--- src/rtl/assert_macros.svh ---
// ----------------------------------------------------------------------------
// assert_macros.svh
// Assertion shorthands clocked on clk and disabled while arst_n is low.
// ----------------------------------------------------------------------------
`ifndef ASSERT_MACROS_SVH
`define ASSERT_MACROS_SVH

// property that must hold at every clock edge
`define ASSERT_ALWAYS(lbl, prop, msg) \
	lbl: assert property (@(posedge clk) disable iff (!arst_n) (prop)) else $error(msg);

// implication checked in the same cycle
`define ASSERT_IMPLIES(lbl, ante, cons, msg) \
	lbl: assert property (@(posedge clk) disable iff (!arst_n) (ante) |-> (cons)) \
		else $error(msg);

`endif

--- src/rtl/pcm_pkg.sv ---
// ----------------------------------------------------------------------------
// pcm_pkg
// Constants, request codes and byte scaling shared by the page commitment map.
// ----------------------------------------------------------------------------
package pcm_pkg;

	// map geometry
	localparam int PAGES     = 64;
	localparam int PG_W      = $clog2(PAGES);
	localparam int CNT_W     = $clog2(PAGES + 1);
	localparam int MAX_RUNS  = 32;
	localparam int RUN_CNT_W = $clog2(MAX_RUNS + 1);

	// field widths
	localparam int FUNC_W    = 2;
	localparam int ADDR_W    = 32;
	localparam int SHIFT_W   = 5;
	localparam int SHIFT_MAX = 16;
	localparam int BYTES_W   = 23;
	localparam int RUN_OFF_W = 22;

	// request codes
	localparam logic [FUNC_W-1:0] FUNC_COMMIT   = 2'd0;
	localparam logic [FUNC_W-1:0] FUNC_DECOMMIT = 2'd1;
	localparam logic [FUNC_W-1:0] FUNC_SCAN     = 2'd2;
	localparam logic [FUNC_W-1:0] FUNC_CLEAR    = 2'd3;

	// page count times page size, truncated to the byte field width
	function automatic logic [BYTES_W-1:0] pages_to_bytes(
		input logic [CNT_W-1:0]   pages,
		input logic [SHIFT_W-1:0] sh
	);
		logic [BYTES_W+CNT_W-1:0] wide;
		wide = {{BYTES_W{1'b0}}, pages} << sh;
		return wide[BYTES_W-1:0];
	endfunction

endpackage

--- src/rtl/page_commitment_map.sv ---
// Range updates (commit, decommit) pass decode, bounds check, a walk of the map
// and a response; a scan walks the map and flushes its final run at the end;
// clear, misaligned and empty requests go to the response after decode, and
// out-of-range ones after the bounds check. A new request is taken only in idle.
// Reset clears the commit map, the page count and the output valid flag; page_shift is 16.
// ----------------------------------------------------------------------------
// page_commitment_map
// Commit bitmap over the pages of a sparse buffer with committed-run scan.
// A rotating map register is walked by a sequencer at one page per cycle but for
// scan output stalls; it updates ranges, counts committed pages, reports committed runs.
// ----------------------------------------------------------------------------
`include "assert_macros.svh"

module page_commitment_map (
	input  logic                               clk,
	input  logic                               arst_n,
	// configuration
	input  logic                               cfg_we,
	input  logic [pcm_pkg::SHIFT_W-1:0]        cfg_data,
	// request channel
	input  logic                               in_valid,
	output logic                               in_ready,
	input  logic [pcm_pkg::FUNC_W-1:0]         func,
	input  logic [pcm_pkg::ADDR_W-1:0]         offset_bytes,
	input  logic [pcm_pkg::ADDR_W-1:0]         size_bytes,
	// result channel
	output logic                               out_valid,
	input  logic                               out_ready,
	output logic                               changed,
	output logic                               error,
	output logic [pcm_pkg::BYTES_W-1:0]        committed_bytes,
	output logic                               run_valid,
	output logic [pcm_pkg::RUN_OFF_W-1:0]      run_offset,
	output logic [pcm_pkg::BYTES_W-1:0]        run_size,
	output logic                               last
);
	import pcm_pkg::*;

	localparam logic [2:0] S_IDLE   = 3'd0;
	localparam logic [2:0] S_DECODE = 3'd1;
	localparam logic [2:0] S_BOUND  = 3'd2;
	localparam logic [2:0] S_UPDATE = 3'd3;
	localparam logic [2:0] S_SCAN   = 3'd4;
	localparam logic [2:0] S_FLUSH  = 3'd5;
	localparam logic [2:0] S_RESP   = 3'd6;

	logic [2:0]           state_q;
	logic [SHIFT_W-1:0]   page_shift_q;
	logic [SHIFT_W-1:0]   sh;

	// latched request
	logic [FUNC_W-1:0]    func_q;
	logic [ADDR_W-1:0]    off_q;
	logic [ADDR_W-1:0]    size_q;
	logic [ADDR_W-1:0]    start_q;
	logic [ADDR_W-1:0]    npg_q;
	logic [CNT_W-1:0]     rs_q;
	logic [CNT_W-1:0]     re_q;

	// map and walk state
	logic [PAGES-1:0]     map_q;
	logic [CNT_W-1:0]     count_q;
	logic [PG_W-1:0]      pos_q;
	logic                 chg_q;
	logic                 err_q;
	logic                 in_run_q;
	logic [PG_W-1:0]      run_start_q;
	logic                 pend_v_q;
	logic [PG_W-1:0]      pend_start_q;
	logic [CNT_W-1:0]     pend_len_q;
	logic [RUN_CNT_W-1:0] runs_q;
	logic                 capped_q;

	// output register
	logic                 out_valid_q;
	logic                 changed_q;
	logic                 error_q;
	logic [BYTES_W-1:0]   bytes_q;
	logic                 run_valid_q;
	logic [RUN_OFF_W-1:0] run_off_q;
	logic [BYTES_W-1:0]   run_size_q;
	logic                 last_q;

	// combinational helpers
	logic                 out_free;
	logic                 at_end;
	logic                 cur;
	logic [CNT_W-1:0]     pos_ext;
	logic [ADDR_W-1:0]    mask;
	logic                 misaligned;
	logic [ADDR_W:0]      end_w;
	logic                 in_rng;
	logic                 want;
	logic                 nb;
	logic                 end_mid;
	logic                 found;
	logic [PG_W-1:0]      new_start;
	logic [CNT_W-1:0]     new_end;
	logic [CNT_W-1:0]     new_len;
	logic                 scan_stall;
	logic                 rotate;

	// output load selection
	logic                 ld_out;
	logic                 ld_chg;
	logic                 ld_err;
	logic                 ld_rv;
	logic [PG_W-1:0]      ld_start;
	logic [CNT_W-1:0]     ld_len;
	logic                 ld_last;
	logic [BYTES_W-1:0]   ld_off_wide;

	// page shift saturates at 64 KiB pages
	assign sh = (page_shift_q > SHIFT_W'(SHIFT_MAX)) ? SHIFT_W'(SHIFT_MAX) : page_shift_q;

	assign out_free   = !out_valid_q || out_ready;
	assign in_ready   = (state_q == S_IDLE);
	assign at_end     = (pos_q == PG_W'(PAGES - 1));
	assign cur        = map_q[0];
	assign pos_ext    = CNT_W'(pos_q);
	assign mask       = ~({ADDR_W{1'b1}} << sh);
	assign misaligned = (|(off_q & mask)) || (|(size_q & mask));
	assign end_w      = {1'b0, start_q} + {1'b0, npg_q};

	// range update of the current page
	assign in_rng = (pos_ext >= rs_q) && (pos_ext < re_q);
	assign want   = (func_q == FUNC_COMMIT);
	assign nb     = in_rng ? want : cur;

	// run detection at the current page
	assign end_mid    = in_run_q && !cur;
	assign found      = !capped_q && (end_mid || (at_end && cur));
	assign new_start  = in_run_q ? run_start_q : pos_q;
	assign new_end    = end_mid ? pos_ext : CNT_W'(PAGES);
	assign new_len    = new_end - CNT_W'(new_start);
	assign scan_stall = found && pend_v_q && !out_free;
	assign rotate     = (state_q == S_UPDATE) || ((state_q == S_SCAN) && !scan_stall);

	// result to load into the output register
	always_comb begin
		ld_out   = 1'b0;
		ld_chg   = 1'b0;
		ld_err   = 1'b0;
		ld_rv    = 1'b0;
		ld_start = '0;
		ld_len   = '0;
		ld_last  = 1'b1;
		case (state_q)
			S_RESP: begin
				ld_out = out_free;
				ld_chg = chg_q;
				ld_err = err_q;
			end
			S_SCAN: begin
				if (found && pend_v_q && out_free) begin
					ld_out   = 1'b1;
					ld_rv    = 1'b1;
					ld_start = pend_start_q;
					ld_len   = pend_len_q;
					ld_last  = 1'b0;
				end
			end
			S_FLUSH: begin
				ld_out = out_free;
				if (pend_v_q) begin
					ld_rv    = 1'b1;
					ld_start = pend_start_q;
					ld_len   = pend_len_q;
				end
			end
			default: begin
				ld_out = 1'b0;
			end
		endcase
	end

	assign ld_off_wide = pages_to_bytes(CNT_W'(ld_start), sh);

	// configuration register
	always_ff @(posedge clk or negedge arst_n) begin
		if (!arst_n) begin
			page_shift_q <= SHIFT_W'(SHIFT_MAX);
		end else if (cfg_we) begin
			page_shift_q <= cfg_data;
		end
	end

	// request payload and decode results
	always_ff @(posedge clk) begin
		if (in_valid && in_ready) begin
			func_q <= func;
			off_q  <= offset_bytes;
			size_q <= size_bytes;
		end
		if (state_q == S_DECODE) begin
			start_q <= off_q >> sh;
			npg_q   <= size_q >> sh;
		end
		if (state_q == S_BOUND) begin
			rs_q <= CNT_W'(start_q);
			re_q <= CNT_W'(end_w);
		end
	end

	// sequencer, map walk and run tracking
	always_ff @(posedge clk or negedge arst_n) begin
		if (!arst_n) begin
			state_q      <= S_IDLE;
			map_q        <= '0;
			count_q      <= '0;
			pos_q        <= '0;
			chg_q        <= 1'b0;
			err_q        <= 1'b0;
			in_run_q     <= 1'b0;
			run_start_q  <= '0;
			pend_v_q     <= 1'b0;
			pend_start_q <= '0;
			pend_len_q   <= '0;
			runs_q       <= '0;
			capped_q     <= 1'b0;
		end else begin
			// one page per cycle unless a scan stalls, map returns to its place after a full walk
			if (rotate) begin
				map_q <= {(state_q == S_UPDATE) ? nb : cur, map_q[PAGES-1:1]};
				pos_q <= pos_q + PG_W'(1);
			end
			case (state_q)
				S_IDLE: begin
					if (in_valid) begin
						state_q <= S_DECODE;
					end
				end
				S_DECODE: begin
					if (func_q == FUNC_SCAN) begin
						chg_q    <= 1'b0;
						err_q    <= 1'b0;
						in_run_q <= 1'b0;
						pend_v_q <= 1'b0;
						runs_q   <= '0;
						capped_q <= 1'b0;
						state_q  <= S_SCAN;
					end else if (func_q == FUNC_CLEAR) begin
						chg_q   <= (count_q != '0);
						err_q   <= 1'b0;
						map_q   <= '0;
						count_q <= '0;
						state_q <= S_RESP;
					end else if (misaligned) begin
						chg_q   <= 1'b0;
						err_q   <= 1'b1;
						state_q <= S_RESP;
					end else if (size_q == '0) begin
						chg_q   <= 1'b0;
						err_q   <= 1'b0;
						state_q <= S_RESP;
					end else begin
						chg_q   <= 1'b0;
						err_q   <= 1'b0;
						state_q <= S_BOUND;
					end
				end
				S_BOUND: begin
					if (end_w > (ADDR_W + 1)'(PAGES)) begin
						err_q   <= 1'b1;
						state_q <= S_RESP;
					end else begin
						state_q <= S_UPDATE;
					end
				end
				S_UPDATE: begin
					if (in_rng && (cur != want)) begin
						chg_q <= 1'b1;
						if (want) begin
							count_q <= count_q + CNT_W'(1);
						end else begin
							count_q <= count_q - CNT_W'(1);
						end
					end
					if (at_end) begin
						state_q <= S_RESP;
					end
				end
				S_SCAN: begin
					if (!scan_stall) begin
						if (cur && !in_run_q) begin
							run_start_q <= pos_q;
						end
						in_run_q <= cur;
						if (found) begin
							pend_v_q     <= 1'b1;
							pend_start_q <= new_start;
							pend_len_q   <= new_len;
							runs_q       <= runs_q + RUN_CNT_W'(1);
							if (runs_q == RUN_CNT_W'(MAX_RUNS - 1)) begin
								capped_q <= 1'b1;
							end
						end
						if (at_end) begin
							state_q <= S_FLUSH;
						end
					end
				end
				S_FLUSH: begin
					if (out_free) begin
						pend_v_q <= 1'b0;
						state_q  <= S_IDLE;
					end
				end
				S_RESP: begin
					if (out_free) begin
						state_q <= S_IDLE;
					end
				end
				default: begin
					state_q <= S_IDLE;
				end
			endcase
		end
	end

	// output register control
	always_ff @(posedge clk or negedge arst_n) begin
		if (!arst_n) begin
			out_valid_q <= 1'b0;
		end else if (ld_out) begin
			out_valid_q <= 1'b1;
		end else if (out_ready) begin
			out_valid_q <= 1'b0;
		end
	end

	// output register payload
	always_ff @(posedge clk) begin
		if (ld_out) begin
			changed_q   <= ld_chg;
			error_q     <= ld_err;
			bytes_q     <= pages_to_bytes(count_q, sh);
			run_valid_q <= ld_rv;
			run_off_q   <= ld_off_wide[RUN_OFF_W-1:0];
			run_size_q  <= pages_to_bytes(ld_len, sh);
			last_q      <= ld_last;
		end
	end

	assign out_valid       = out_valid_q;
	assign changed         = changed_q;
	assign error           = error_q;
	assign committed_bytes = bytes_q;
	assign run_valid       = run_valid_q;
	assign run_offset      = run_off_q;
	assign run_size        = run_size_q;
	assign last            = last_q;

	// checks on the walk and the result encoding
	`ASSERT_IMPLIES(a_count_matches_map, state_q == S_IDLE, count_q == CNT_W'($countones(map_q)), "page count differs from map")
	`ASSERT_IMPLIES(a_walk_rewound, state_q == S_IDLE, pos_q == '0, "map walk not back at page zero")
	`ASSERT_IMPLIES(a_run_no_flags, out_valid_q && run_valid_q, !changed_q && !error_q, "run item carries change or error")
	`ASSERT_ALWAYS(a_count_bound, count_q <= CNT_W'(PAGES), "page count above map size")

endmodule

--- config.mk ---
export PLATFORM = sky130hd
export DESIGN_NAME = page_commitment_map
export DESIGN_NICKNAME = d
export VERILOG_FILES = /design/src/rtl/pcm_pkg.sv /design/src/rtl/page_commitment_map.sv
export VERILOG_INCLUDE_DIRS = /design/src /design/src/rtl
export SDC_FILE = /design/constraint.sdc
export NUM_CORES = 1
export LEC_CHECK = 0
export BUFFER_PORTS_ARGS = -buffer_cell sky130_fd_sc_hd__buf_2
export CAP_MARGIN = 20
export CORE_MARGIN = 5
export CORE_UTILIZATION = 40
export DETAILED_ROUTE_END_ITERATION = 7
export GPL_ROUTABILITY_DRIVEN = 1
export MAX_ROUTING_LAYER = met4
export PLACE_DENSITY = 0.64
export SLEW_MARGIN = 20
export SYNTH_ARGS = -nofsm -noshare
export SYNTH_HDL_FRONTEND = slang
export SYNTH_SLANG_ARGS = --single-unit
--- constraint.sdc ---
create_clock -name clk -period 10.9 [get_ports clk]
set_input_delay 1.635 -clock clk [delete_from_list [all_inputs] [get_ports clk]]
set_output_delay 1.635 -clock clk [all_outputs]
set_load 0.02 [all_outputs]
# Word level (Yosys, flattened, before mapping)
# Cells that the tools add are included.
[totals] register_bits=332 latchBits=0 mem_bits_rw=0 rom_bits=0 inputBits=76 out_inout_bits=74 wordCells=178 memories=0
[classes] addsub=6 multipliers=0 div=0 order_cmp=4 n_eq_ne=24 n_shift=6 mux=62 bitwise=4 n_reduce_logical=43
[op_table] op="$mux 64" n=4
[op_table] op="$and 32x32->32" n=2
[op_table] op="$reduce_or 32->1" n=2
[op_table] op="$shr 32x5->32" n=2
[op_table] op="$mux 7" n=7
[op_table] op="$shl 7x5->23" n=2
[op_table] op="$mux 6" n=6
[op_table] op="$add 32x32->33" n=1
[op_table] op="$gt 33x7->1 const B" n=1
[op_table] op="$logic_not 32->1" n=1
[op_table] op="$not 32->32" n=1
[op_table] op="$shl 32x5->32 const A" n=1
[op_table] op="$mux 3" n=10
[op_table] op="$pmux 7 s2" n=2
[op_table] op="$pmux 6 s2" n=2
[op_table] op="$mux 1" n=22
[op_table] op="$shl 6x5->22" n=1
[op_table] op="$pmux 3 s6" n=1
[op_table] op="$reduce_and 5->1" n=3
[op_table] op="$ne 2x2->1 const B" n=7
[op_table] op="$add 6x1->6 const B" n=2
[op_table] op="$ne 2x1->1 const B" n=6
[op_table] op="$pmux 1 s2" n=6
[op_table] op="$logic_and 1x1->1" n=11
[op_table] op="27 further kinds" n=46

# Longest topological paths before layout
# Gate-level depths: netlist (run 1).
[logic_depth] depth_word=13 mapped_depth=13 ltp_nobuf=11

# Worst setup path after synthesis (run 1)
# OpenSTA, ideal clock, no wires.
[synth_path] path_kind="input -> register" from="input out_ready" to="register out_valid_q (netlist: out_valid)" setup_time_ps=98 t_arrival_ps=7745 required_ps=10802 path_slack_ps=3057 path_stages=4 n_path_buf=0 cell_sequence="nand2b_1 > nand2_1 > a211oi_1 > or2_2"
[synth_via] elab_chain_len=5 elab_cells_between_ends=6
[synth_rtl] element="start, declared" line_no="page_commitment_map.sv:28" source="input logic out_ready,"
[synth_rtl] element="$logic_or 1x1->1 *" line_no="page_commitment_map.sv:116" source="assign out_free = !out_valid_q || out_ready;"
[synth_rtl] element="$logic_and 1x1->1" line_no="page_commitment_map.sv:155" source="if (found && pend_v_q && out_free) begin"
[synth_rtl] element="$mux 1" line_no="page_commitment_map.sv:155"
[synth_rtl] element="$pmux 1 s2 *" line_no="page_commitment_map.sv:148" source="case (state_q)"
[synth_rtl] element="named net ld_out" line_no="page_commitment_map.sv:104" source="logic ld_out;"
[synth_rtl] element="$mux 1 or $reduce_bool 2->1 (tied branches)"
[synth_rtl] element="end signal, assigned" line_no="page_commitment_map.sv:324" source="out_valid_q <= 1'b0;"
[synth_rtl] element="end signal, assigned" line_no="page_commitment_map.sv:326" source="out_valid_q <= 1'b1;"
[synth_rtl] element="end signal, assigned" line_no="page_commitment_map.sv:328" source="out_valid_q <= 1'b0;"
[synth_rtl] element="end, declared" line_no="page_commitment_map.sv:75" source="logic out_valid_q;"
# Mark *: on every way through the listed nets, which the timed path passes. The rest lies on a longest branch.
# A chain may end at the register's enable or synchronous reset.

# Worst setup path after layout (run 1)
[layout_path] from="register page_shift_q[4]" to="register bytes_q[6] (netlist: committed_bytes[6]) (data pin)"
[layout_via] elab_chain_len=3
[layout_rtl] element="start, declared" line_no="page_commitment_map.sv:48" source="logic [SHIFT_W-1:0] page_shift_q;"
[layout_rtl] element="start signal, assigned" line_no="page_commitment_map.sv:182" source="page_shift_q <= SHIFT_W'(SHIFT_MAX);"
[layout_rtl] element="start signal, assigned" line_no="page_commitment_map.sv:184" source="page_shift_q <= cfg_data;"
[layout_rtl] element="$gt 5x5->1" line_no="page_commitment_map.sv:114" source="assign sh = (page_shift_q > SHIFT_W'(SHIFT_MAX)) ? SHIFT_W'(SHIFT_MAX) : page_shift_q;"
[layout_rtl] element="$mux 5 *" line_no="page_commitment_map.sv:114"
[layout_rtl] element="$shl 7x5->23 *" line_no="pcm_pkg.sv:34" source="wide = {{BYTES_W{1'b0}}, pages} << sh;"
[layout_rtl] element="end signal, assigned" line_no="page_commitment_map.sv:337" source="bytes_q <= pages_to_bytes(count_q, sh);"
[layout_rtl] element="end, declared" line_no="page_commitment_map.sv:78" source="logic [BYTES_W-1:0] bytes_q;"
# Mark *: on every way between the ends. The rest lies on a longest branch, timed or not.

==> impl_metrics.sql, run 1 <==
INSERT INTO impl_metrics (metric_group, metric, value, unit) VALUES
('run_status', 'result_of_the_run', 'complete, no violations', ''),
('synthesis', 'synth-warning-count', '0', ''),
('synthesis', 'syn_inst', '1868', ''),
('synthesis', 'top_reg_cell_synth', 'sky130_fd_sc_hd__edfxtp_1', ''),
('cts', 'postCtsHoldBufs', '0', ''),
('pwr', 'p_leak', '8.437', 'nW'),
('critical_path', 'path_class', 'flip-flop to flip-flop', ''),
('placed_design', 'dp_cells', '2528', ''),
('floorplan', 'die_width', '226.0', 'um'),
('timing', 'report.final.setup_viol', '0', ''),
('floorplan', 'die-area', '0.05108', 'mm2'),
('routing', 'drt_wl_total', '57310', 'um'),
('critical_path', 'crit_path_cells', 'buf_4, clkinv_1, nand2_2, buf_4, nor2_1, a222oi_1, nor2_1, a21oi_1, nor2_1', ''),
('cts', 'cts_htree_levels', '2', ''),
('routing', 'post_drt_wl_per_cell', '22.08', 'um'),
('timing', 'timing_max_transition_violations_final', '0', ''),
('floorplan', 'initial_utilization', '0.4026', ''),
('global_routing', 'via_count_of_the_first_global_routing_pass', '14520', ''),
('cells_and_area', 'antenna_cells_inserted', '0', ''),
('cells_and_area', 'final_core_util', '0.4580', ''),
('pwr', 'internal_power', '2.273', 'mW'),
('floorplan', 'die_h', '226.0', 'um'),
('job', 'max_cap_violations', '0', ''),
('floorplan', 'std_cell_rows', '79', ''),
('placed_design', 'detailedPlacementHpwl', '42130', 'um'),
('cells_and_area', 'drive_gt1_frac', '0.1433', ''),
('synthesis', 'syn_nets', '2003', ''),
('global_routing', 'grt_antenna_before_repair', '1', ''),
('routing', 'vias', '14920', ''),
('pwr', 'power.share.clock', '0.449', ''),
('timing', 'rsz_0062_raised_after_global_routing', 'no', ''),
('cts', 'tritoncts_clock_tree', 'built', ''),
('pwr', 'switchingPower', '0.7137', 'mW'),
('routing', 'drtAntennaViolNets', '0', ''),
('cells_and_area', 'layoutNonFillerInstCount', '2596', ''),
('synthesis', 'netlist_area', '0.01866', 'mm2'),
('cells_and_area', 'layout_common_cells', '320 x sky130_fd_sc_hd__nand2_1, 216 x sky130_fd_sc_hd__edfxtp_1, 176 x sky130_fd_sc_hd__a21oi_1', ''),
('synthesis', 'yosysUniqueCellTypes', '76', ''),
('timing', 'max_freq', '195.3', 'MHz'),
('cts', 'cts.path.max_buffers', '3', ''),
('critical_path', 'timing.critical_path.to_type', 'flip-flop', ''),
('pwr', 'design_power_total', '2.987', 'mW'),
('critical_path', 'worst_ep_arrival_time', '5370', 'ps'),
('timing', 'final.min_clock_period', '5121', 'ps'),
('synthesis', 'ys_seq_area_frac', '0.5031', ''),
('synthesis', 'synth_async_sr_flop_share', '0.3494', ''),
('pwr', 'sw_frac_of_total', '0.2390', ''),
('timing', 'timing.max_slew.rel_slack', '0.3319', ''),
('global_routing', 'largest_net_degree_at_the_start_of_global_routing', '80', ''),
('cts', 'cts_root_buf', 'sky130_fd_sc_hd__clkbuf_16', ''),
('critical_path', 'cp_max_stage_cell', 'sky130_fd_sc_hd__dfstp_4', ''),
('routing', 'avgViaCountPerCell', '5.749', ''),
('critical_path', 'startpoint_type', 'flip-flop', ''),
('cts', 'cts_resized', '0', ''),
('pwr', 'pwr_density_cell', '140.7', 'mW/mm2'),
('cells_and_area', 'nets', '2095', ''),
('synthesis', 'synth_xor_area_frac', '0.01736', ''),
('synthesis', 'muxShareOfSynthArea', '0.1022', ''),
('pwr', 'combPwrFrac', '0.096', ''),
('global_routing', 'grt_first_pass_wirelength', '87020', 'um'),
('timing', 'fin_tns_setup', '0', 'ps'),
('pwr', 'power.ir.vdd_worst', '0.1036', 'mV'),
('placed_design', 'port_buffers', '149', ''),
('floorplan', 'core-area', '0.04636', 'mm2'),
('min_path', 'min-delay-path-class', 'flip-flop to flip-flop', ''),
('timing', 'worst_margin_pin_slew', '999.7', 'ps'),
('synthesis', 'yosys.area_share.simple', '0.1535', ''),
('synthesis', 'synth_top_family_by_area', 'simple AND/OR/NAND/NOR gates', ''),
('cts', 'post_cts_setup_inserts', '0', ''),
('critical_path', 'critPathMaxStageDelay', '970', 'ps'),
('cts', 'path_clk_slew', '60', 'ps');
==> synth_stat cells (all sizes together), types with 7 or more instances <==
cell | n | area share
a22oi | 8 | 0.0032
nand2 | 323 | 0.065
a31oi | 13 | 0.0044
or3 | 7 | 0.0023
buf | 39 | 0.0099
and3 | 26 | 0.0087
mux2 | 27 | 0.016
nand3 | 23 | 0.0062
inv | 31 | 0.0062
mux2i | 149 | 0.080
edfxtp | 216 | 0.35
o211ai | 9 | 0.0036
and2 | 23 | 0.0077
a21oi | 178 | 0.049
a22o | 9 | 0.0042
ha | 56 | 0.038
nor4 | 11 | 0.0037
nand4 | 16 | 0.0054
nor2b | 18 | 0.0060
a21o | 29 | 0.012
o22ai | 21 | 0.0070
nor3 | 32 | 0.0088
o21ai | 107 | 0.029
xor2 | 13 | 0.0061
nor2 | 149 | 0.030
xnor2 | 24 | 0.011
clkbuf | 76 | 0.015
nand2b | 11 | 0.0037
a211oi | 28 | 0.011
dfrtp | 115 | 0.15
==> worst max-delay path, delay by kind of cell, from the launching register on <==
kind / cells / cell delay, ps
simple gates: 4 / 700
compound gates: 2 / 870
flops: 1 / 970
buf+inv: 3 / 2100
==> power groups by stage <==
stage / logic (mW) / clock network (mW) / registers, mW
detailed placement: 0.279 / 0 / 1.38
floorplan: 0.190 / 0 / 1.37
finish: 0.286 / 1.34 / 1.36
global placement: 0.279 / 0 / 1.38
CTS: 0.280 / 1.38 / 1.36
global route: 0.307 / 1.43 / 1.36
==> cell families (layout without fill, tap and decap cells) <==
family | count (synthesis) | count (layout)
XOR/XNOR | 37 | 37
buffers and inverters | 147 | 268
flip-flops | 332 | 332
AND/OR/NAND/NOR | 651 | 651
AO/OA/AOI/OAI | 461 | 461
multiplexers | 181 | 181
adder cells (fa/ha/maj) | 59 | 59
==> stage by stage <==
stage | setup WS [ps] | hold WS (ps) | instance area, um2
after global routing | 5535 | 472.0 | 21230
after global placement | 6134 | 449.9 | 19910
final | 5779 | 464.3 | 21230
after detailed placement | 6021 | 449.8 | 19910
after floorplan | 3057 | 433.4 | 18660
after CTS | 5980 | 455.8 | 21220
==> sequential cells by signal, summed over array words and instances, names as in the netlist, 2 cells and up <==
| register | flops |
|---|---|
| off_q | 32 |
| re_q | 7 |
| pend_start_q | 6 |
| func_q | 2 |
| map_q | 64 |
| rs_q | 7 |
| runs_q | 6 |
| npg_q | 32 |
| run_offset | 22 |
| state_q | 3 |
| page_shift_q | 5 |
| pos_q | 6 |
| count_q | 7 |
| committed_bytes | 23 |
| run_start_q | 6 |
| run_size | 23 |
| size_q | 32 |
| start_q | 32 |
| pend_len_q | 7 |
==> layer usage <==
metal	track usage	part of all wire
met1	0.3154	0.45
met5	-	0
met2	0.3359	0.45
met3	0.04160	0.071
met4	0.08209	0.037
==> path summary, 6_finish.rpt <==
kind                                                  start                                to  slack (ps)  cells past startpoint
worst min-delay path                   start_q[4]$_DFFE_PP_                 rs_q[4]$_DFFE_PP_         460                      0
worst max-delay path            page_shift_q[4]$_DFFE_PN1P_  committed_bytes[6]$_SDFFCE_PN0P_        5780                      9
worst min register to register         start_q[4]$_DFFE_PP_                 rs_q[4]$_DFFE_PP_         460                      0
max in group asynchronous                            arst_n            state_q[2]$_DFFE_PN0P_        8700                      2
worst max register to register  page_shift_q[4]$_DFFE_PN1P_  committed_bytes[6]$_SDFFCE_PN0P_        5780                      9
min in group asynchronous                            arst_n               map_q[38]$_DFF_PN0_        1080                      1
==> final cells by class <==
type	count	area, um2	area share
well taps	607	759.5	0.03577
multi-input cells	1389	8745	0.4119
inverters	32	120.1	0.005657
repair buffers	168	894.6	0.04214
flip-flops and latches	332	9395	0.4425
clock inverters	22	305.3	0.01438
clock buffers	46	1012	0.04768
Power figures use the tool's default switching activity.
==> inputs of run 2 (changes only) <==
Settings changed: ABC_AREA from default to 1, PLACE_DENSITY 0.64 to 0.66.
Clock period 10.9 ns to 4.2 ns, I/O delays scaled along.
==> run 2 against run 1 <==
Final cell count is 21% higher. Setup slack worse by 4800 ps. Via count grew 14%. Combinational power rose to 22 times the previous value. Register-to-register slack got worse by 4800 ps. Critical path depth rose by 2. Count of clock-buffer cells in the layout grew 3. Routed wire length up 1.3%. Global-route usage is 0.24 points lower. Critical path type unchanged. Largest power group is now combinational logic.
==> impl_metrics.sql, run 2 <==
INSERT INTO impl_metrics (metric_group, metric, value, unit) VALUES
('pwr', 'pwr_density_cell', '697.9', 'mW/mm2'),
('placed_design', 'final_weighted_congestion_of_routability_driven_global_placement', '0.9881', ''),
('floorplan', 'die_h', '228.4', 'um'),
('cells_and_area', 'drive_gt1_frac', '0.1102', ''),
('cells_and_area', 'largest_register_ffs', '64', ''),
('timing', 'report.final.setup_viol', '0', ''),
('global_routing', 'grt-busiest-layer', 'met2', ''),
('global_routing', 'grt_remaining_overflow', '0', ''),
('floorplan', 'std_cell_rows', '80', ''),
('routing', 'drt_first_pass_iters', '6', ''),
('synthesis', 'yosysUniqueCellTypes', '53', ''),
('synthesis', 'syn-mean-instance-area', '7.998', 'um2'),
('synthesis', 'ys_seq_area_frac', '0.4921', ''),
('global_routing', 'grt_first_pass_wirelength', '91710', 'um'),
('floorplan', 'io_pins', '150', ''),
('critical_path', 'timing.critical_path.to_type', 'flip-flop', ''),
('cts', 'cts_root_buf', 'sky130_fd_sc_hd__clkbuf_16', ''),
('cts', 'cts.path.max_buffers', '3', ''),
('cts', 'post_cts_setup_inserts', '0', ''),
('cells_and_area', 'layout_commonest_cell', 'sky130_fd_sc_hd__nand2_1', ''),
('critical_path', 'regToRegStartpoint', 'page_shift_q[0]$_DFFE_PN0P_', ''),
('cells_and_area', 'sequential_area', '0.009390', 'mm2'),
('cells_and_area', 'layoutNonFillerInstCount', '3150', ''),
('synthesis', 'synth_edf_count', '216', ''),
('placed_design', 'dp_cells', '3081', ''),
('job', 'max_cap_violations', '0', ''),
('min_path', 'min-delay-path-class', 'primary input to async pin', ''),
('synthesis', 'synth_async_sr_flop_share', '0.3494', ''),
('routing', 'drt_wl_total', '58070', 'um'),
('floorplan', 'core-area', '0.04745', 'mm2'),
('synthesis', 'synth_top_area_share', '0.3399', ''),
('timing', 'timing.max_slew.rel_slack', '0.2945', ''),
('cts', 'numCtsBuffers', '36', ''),
('synthesis', 'yosys_register_bits', '332', ''),
('timing', 'rsz_0062_raised_after_global_routing', 'no', ''),
('placed_design', 'port_buffers', '149', ''),
('critical_path', 'path_class', 'flip-flop to flip-flop', ''),
('timing', 'skew', '18.55', 'ps'),
('synthesis', 'post_synth_top_cells', '634 x sky130_fd_sc_hd__nand2_1, 305 x sky130_fd_sc_hd__nor2_1, 272 x sky130_fd_sc_hd__inv_1, 255 x sky130_fd_sc_hd__o21ai_0, 216 x sky130_fd_sc_hd__edfxtp_1', ''),
('timing', 'timing_max_transition_violations_final', '0', ''),
('placed_design', 'detailedPlacementHpwl', '44450', 'um'),
('synthesis', 'netlist_area', '0.01908', 'mm2'),
('synthesis', 'synth-warning-count', '0', ''),
('cells_and_area', 'multi_input_comb_area', '0.008244', 'mm2'),
('global_routing', 'largest_net_degree_at_the_start_of_global_routing', '76', ''),
('floorplan', 'die-area', '0.05217', 'mm2'),
('critical_path', 'crit_required', '4570', 'ps'),
('routing', 'post_drt_wl_per_cell', '18.43', 'um'),
('routing', 'avgViaCountPerCell', '5.383', ''),
('global_routing', 'grt_use_met1', '0.3123', ''),
('synthesis', 'netlist.top_cell.by_area', 'sky130_fd_sc_hd__edfxtp_1', ''),
('floorplan', 'die_width', '228.4', 'um'),
('critical_path', 'critPathMaxFanout', '33', ''),
('cells_and_area', 'synthToLayoutAreaGrowth', '13.27', '%'),
('pwr', 'power.ir.vdd_worst', '0.4426', 'mV'),
('cts', 'cts_num_sinks', '332', ''),
('cells_and_area', 'layout_common_cells', '633 x sky130_fd_sc_hd__nand2_1, 301 x sky130_fd_sc_hd__nor2_1, 269 x sky130_fd_sc_hd__inv_1', ''),
('critical_path', 'worst_setup_path_startpoint', 'page_shift_q[0]$_DFFE_PN0P_', ''),
('cts', 'cts_htree_levels', '2', ''),
('routing', 'post-route-drc-count', '0', ''),
('synthesis', 'syn_inst', '2386', ''),
('timing', 'fin_tns_setup', '0', 'ps'),
('routing', 'dr.first_iter.drc_count', '1784', ''),
('cells_and_area', 'nets', '2639', ''),
('critical_path', 'startpoint_type', 'flip-flop', ''),
('timing', 'max_freq', '306.3', 'MHz'),
('synthesis', 'top_reg_cell_synth', 'sky130_fd_sc_hd__edfxtp_1', ''),
('cts', 'cts_resized', '0', ''),
('timing', 'final.min_clock_period', '3264', 'ps'),
('global_routing', 'globalRouteTotalUtil', '0.2248', ''),
('cts', 'path_clk_slew', '60', 'ps'),
('routing', 'vias', '16960', ''),
('critical_path', 'worst_ep_arrival_time', '3630', 'ps'),
('timing', 'timing.final.hold_violations', '0', ''),
('cells_and_area', 'largest-register', 'map_q', ''),
('timing', 'fin_worst_hold_slack', '68.43', 'ps'),
('synthesis', 'synth_most_common_cell', 'sky130_fd_sc_hd__nand2_1', ''),
('cts', 'clk-insertion-delay-late', '560', 'ps'),
('cts', 'tritoncts_clock_tree', 'built', ''),
('global_routing', 'global_route.usage.met3', '0.03714', ''),
('synthesis', 'netlist_top_cells_area', 'sky130_fd_sc_hd__edfxtp_1 34%, sky130_fd_sc_hd__dfrtp_1 15%, sky130_fd_sc_hd__nand2_1 12%, sky130_fd_sc_hd__o21ai_0 6.7%, sky130_fd_sc_hd__nor2_1 6.0%', ''),
('global_routing', 'via_count_of_the_first_global_routing_pass', '15940', ''),
('synthesis', 'syn_nets', '2521', ''),
('timing', 'worst_margin_pin_slew', '1047', 'ps'),
('cells_and_area', 'num-fill-cells', '4642', ''),
('cts', 'postCtsHoldBufs', '0', ''),
('global_routing', 'grt_antenna_before_repair', '3', ''),
('pwr', 'p_leak', '9.687', 'nW'),
('global_routing', 'grtUsageMet2', '0.3370', ''),
('timing', 'min_period_over_period', '0.7772', ''),
('run_status', 'result_of_the_run', 'complete, no violations', ''),
('routing', 'drtAntennaViolNets', '0', ''),
('floorplan', 'initial_utilization', '0.4022', '');
-- run 2: changes by cell type after synthesis, sizes merged, moves of 21 or more --
| cell | change |
|---|---|
| a21oi | -113 |
| a211oi | -28 |
| a21o | -28 |
| mux2i | -140 |
| inv | +248 |
| o22ai | +25 |
| nor2 | +161 |
| nand3 | +99 |
| o221ai | +21 |
| o21ai | +157 |
| clkbuf | -21 |
| nand2 | +320 |
| mux2 | -27 |
| and3 | -25 |
-- run 2: per-layer routing --
metal	part of all wire	wire length, um	up-vias
li1	-	-	8179
met1	0.44	25550	7952
met2	0.45	25970	724
met3	0.078	4541	100
met4	0.035	2009	0
met5	0	0	-
-- run 2: layout make-up --
| class | instances | share of cell area |
|---|---|---|
| Clock inverter | 17 | 0.007931 |
| Timing Repair Buffer | 180 | 0.04538 |
| Clock buffer | 49 | 0.04585 |
| Multi-Input combinational cell | 1672 | 0.3814 |
| Inverter | 282 | 0.04903 |
| Tap cell | 615 | 0.03560 |
| Sequential cell | 332 | 0.4344 |
| Antenna cell | 3 | 0.0003473 |
-- run 2: worst paths after layout --
kind                                                to  depth (start not counted)  slack (ps)
max                            npg_q[16]$_SDFFCE_PN0P_                         11         940
min                                map_q[21]$_DFF_PN0_                          1          70
max reg2reg                    npg_q[16]$_SDFFCE_PN0P_                         11         940
min reg2reg                          rs_q[2]$_DFFE_PP_                          0         460
max in group asynchronous  page_shift_q[3]$_DFFE_PN0P_                          2        3090
min in group clk                   off_q[31]$_DFFE_PP_                          1         250
-- run 2: kinds of logic (layout without fill, tap and decap cells) --
| group | Yosys count | after routing | share of synthesized area |
|---|---|---|---|
| DFF | 332 | 332 | 0.4921 |
| AOI/OAI and AO/OA | 448 | 448 | 0.1334 |
| muxes | 9 | 9 | 0.004721 |
| other | 0 | 3 | 0 |
| and+or+nand+nor | 1138 | 1138 | 0.2433 |
| xor gates and xnor gates | 18 | 18 | 0.008262 |
| adders and majority gates | 59 | 59 | 0.03987 |
| buffers and inverters | 382 | 528 | 0.07842 |
-- run 2: metrics by stage --
step                      area, um2  worst slack (ps)  utilization  power [mW]
final                         21610             935.6       0.4556       15.08
after floorplan               19080             956.6            -       9.877
after detailed placement      20440              1084       0.4309       11.91
after global placement        20440              1061       0.4309       11.79
after global routing          21610             753.4       0.4556       16.20
after CTS                     21610              1055       0.4554       15.12
-- run 2: worst max-delay path, stage by stage, from the launching register on --
cell and delay (ps):
sky130_fd_sc_hd__dfrtp_1 360, sky130_fd_sc_hd__inv_1 110, sky130_fd_sc_hd__nor2_4 420, sky130_fd_sc_hd__inv_1 290, sky130_fd_sc_hd__buf_4 310, sky130_fd_sc_hd__o21ai_0 410, sky130_fd_sc_hd__inv_1 190, sky130_fd_sc_hd__nand2_1 90
sky130_fd_sc_hd__o21ai_0 380, sky130_fd_sc_hd__nand2_1 210, sky130_fd_sc_hd__nand2_1 90, sky130_fd_sc_hd__o22ai_1 210
-- run 2: where the power goes --
group / switching (mW) / internal, mW / total, mW
logic: 4.47 / 1.95 / 6.43
registers: 0.651 / 4.85 / 5.51
clock network: 1.30 / 1.85 / 3.15
total: 6.43 / 8.66 / 15.1
==> inputs of run 3 (changes only) <==
Settings changed: PLACE_DENSITY 0.66 to 0.64.
Clock period 4.2 ns to 3.2 ns, I/O delays scaled along.
==> run 3 against run 2 <==
Routed wire length shrank 0.61%. First-iteration DRC count down 13%. Cell area grew 1.3%. Count of clock-buffer cells in the layout shrank 1. Hold slack improved by 39 ps. Sequential share of layout area down 0.56 points. Clock skew down 5.6 ps. Largest power group unchanged.
==> impl_metrics.sql, run 3 (synthesis gave the netlist of run 2 again) <==
INSERT INTO impl_metrics (metric_group, metric, value, unit) VALUES
('run_status', 'result_of_the_run', 'complete, no violations', ''),
('timing', 'post-route-worst-setup-slack', '211.6', 'ps'),
('pwr', 'pwr_density_cell', '909.1', 'mW/mm2'),
('floorplan', 'die_width', '228.4', 'um'),
('cells_and_area', 'largest-register', 'map_q', ''),
('cells_and_area', 'stdcell_area', '0.02190', 'mm2'),
('routing', 'drtAntennaViolNets', '0', ''),
('placed_design', 'port_buffers', '149', ''),
('cells_and_area', 'drive_gt1_frac', '0.1179', ''),
('floorplan', 'die-area', '0.05217', 'mm2'),
('cts', 'cts_root_buf', 'sky130_fd_sc_hd__clkbuf_16', ''),
('pwr', 'p_leak', '9.839', 'nW'),
('critical_path', 'path_class', 'flip-flop to flip-flop', ''),
('cells_and_area', 'layoutNonFillerInstCount', '3169', ''),
('global_routing', 'via_count_of_the_first_global_routing_pass', '16210', ''),
('critical_path', 'crit_required', '3580', 'ps'),
('timing', 'rsz_0062_raised_after_global_routing', 'no', ''),
('cts', 'clk-insertion-delay-late', '550', 'ps'),
('global_routing', 'largest_net_degree_at_the_start_of_global_routing', '102', ''),
('timing', 'fin_tns_setup', '0', 'ps'),
('global_routing', 'globalRouteTotalUtil', '0.2203', ''),
('global_routing', 'grt_first_pass_wirelength', '89800', 'um'),
('routing', 'drt_wl_total', '57720', 'um'),
('critical_path', 'reg2reg_depth', '17', ''),
('routing', 'dr.first_iter.drc_count', '1550', ''),
('timing', 'skew', '12.99', 'ps'),
('floorplan', 'initial_utilization', '0.4022', ''),
('critical_path', 'worst_ep_arrival_time', '3370', 'ps'),
('pwr', 'power.ir.vdd_worst', '0.4776', 'mV'),
('cts', 'cts_num_sinks', '332', ''),
('timing', 'min_period_over_period', '0.9339', ''),
('cells_and_area', 'largest_register_ffs', '64', ''),
('cells_and_area', 'final_core_util', '0.4615', ''),
('global_routing', 'grt_remaining_overflow', '0', ''),
('critical_path', 'startpoint_type', 'flip-flop', ''),
('cts', 'numCtsBuffers', '37', ''),
('cells_and_area', 'nets', '2660', ''),
('timing', 'worst_margin_pin_slew', '946.0', 'ps'),
('critical_path', 'timing.critical_path.to_type', 'flip-flop', ''),
('timing', 'timing.max_slew.rel_slack', '0.3627', ''),
('global_routing', 'grt_antenna_before_repair', '0', ''),
('placed_design', 'detailedPlacementHpwl', '44050', 'um'),
('pwr', 'design_power_total', '19.91', 'mW'),
('placed_design', 'final_weighted_congestion_of_routability_driven_global_placement', '1.010', ''),
('job', 'max_cap_violations', '0', ''),
('timing', 'max_freq', '334.6', 'MHz'),
('routing', 'vias', '16820', ''),
('cts', 'tritoncts_clock_tree', 'built', ''),
('floorplan', 'std_cell_rows', '80', ''),
('placed_design', 'dpl-instance-area', '0.02064', 'mm2'),
('routing', 'post_drt_wl_per_cell', '18.21', 'um'),
('cells_and_area', 'synthToLayoutAreaGrowth', '14.75', '%'),
('floorplan', 'die_h', '228.4', 'um'),
('placed_design', 'dp_cells', '3096', ''),
('timing', 'timing.final.hold_violations', '0', ''),
('critical_path', 'critPathMaxFanout', '6', ''),
('critical_path', 'crit_top_cell', 'sky130_fd_sc_hd__nand2_1', ''),
('timing', 'timing_max_transition_violations_final', '0', ''),
('cells_and_area', 'layout_common_cells', '632 x sky130_fd_sc_hd__nand2_1, 301 x sky130_fd_sc_hd__nor2_1, 269 x sky130_fd_sc_hd__inv_1', ''),
('placed_design', 'dpl_worst_slack', '-50.27', 'ps'),
('cts', 'cts_htree_levels', '2', ''),
('critical_path', 'critPathMaxStageDelay', '450', 'ps'),
('floorplan', 'io_pins', '150', ''),
('routing', 'post-route-drc-count', '0', ''),
('critical_path', 'crit_path_cells', 'ha_1, nand2_1, nor2_4, nand3_2, o21ai_2, nand2_2, nor2_4, nand3_4, nand2_8, nand2_2, inv_1, nand2_1, nand2_1, nand2_1, nand2_1, nand2_1, o21ai_1', ''),
('cts', 'cts.path.max_buffers', '3', ''),
('critical_path', 'cp_max_stage_cell', 'sky130_fd_sc_hd__dfrtp_1', ''),
('cells_and_area', 'layout_commonest_cell', 'sky130_fd_sc_hd__nand2_1', ''),
('min_path', 'min-delay-path-class', 'primary input to flip-flop', ''),
('timing', 'final.min_clock_period', '2988', 'ps'),
('timing', 'report.final.setup_viol', '0', ''),
('timing', 'fin_worst_hold_slack', '107.6', 'ps'),
('min_path', 'min_path_cells', '1', ''),
('floorplan', 'core-area', '0.04745', 'mm2'),
('cts', 'path_clk_slew', '60', 'ps'),
('routing', 'avgViaCountPerCell', '5.307', ''),
('routing', 'drt_first_pass_iters', '6', ''),
('cells_and_area', 'antenna_cells_inserted', '0', ''),
('cells_and_area', 'num-fill-cells', '4688', '');
-- run 3: cell count changes in the layout (fill, tap and decap cells not counted), sizes merged --
cell,before,now
diode,3,0
dlygate4sd3,0,1
buf,180,198
clkbuf,49,48
clkinv,13,18
nand2,643,644
bufinv,3,2
inv,282,281
-- run 3: routing by layer --
metal	vias to the layer above	share of wire	GRT usage
met2	656	0.46	0.3490
met5	-	0	-
met3	148	0.062	0.03143
met4	0	0.046	0.09472
met1	7795	0.43	0.2852
li1	8218	-	-
-- run 3: what timing repair did --
item | CTS | global route
cloned | 0 | 1
endpoints found under the hold margin | 47 | 0
buffers inserted | 0 | 3
setup endpoints to repair | 3 | 3
hold buffers | 1 | 0
pin swaps | 0 | 1
gates resized for setup | 1 | 2
-- run 3: worst max-delay path: cells and delay by family (launching register included) --
kind            cells  cell delay [ps]
buf+inv             1              160
simple gates       13             1610
compound gates      2              380
fa+ha+maj           1              220
flops               1              450
-- run 3: final timing paths --
kind	slack, ps	end	startpoint
setup / recovery	210	run_size[13]$_SDFFCE_PN0P_	pos_q[1]$_DFFE_PN0P_
hold / removal	110	size_q[6]$_DFFE_PP_	size_bytes[6]
setup reg to reg	210	run_size[13]$_SDFFCE_PN0P_	pos_q[1]$_DFFE_PN0P_
hold reg to reg	450	rs_q[6]$_DFFE_PP_	start_q[6]$_DFFE_PP_
max in group asynchronous	1860	page_shift_q[4]$_DFFE_PN1P_	arst_n
min in group asynchronous	480	map_q[9]$_DFF_PN0_	arst_n
-- run 3: cell type report --
class,instances,area (um2),area share
sequential,332,9390,0.4289
multi-input combinational,1673,8274,0.3779
timing repair buffer,199,1214,0.05543
inverter,282,1060,0.04840
clock buffer,48,1040,0.04749
tap,615,769.5,0.03514
clock inverter,20,148.9,0.006800
-- run 3: report_power, final --
group	internal [mW]	switching, mW
sequential	6.35	0.797
clock	2.46	1.72
combinational	2.69	5.88
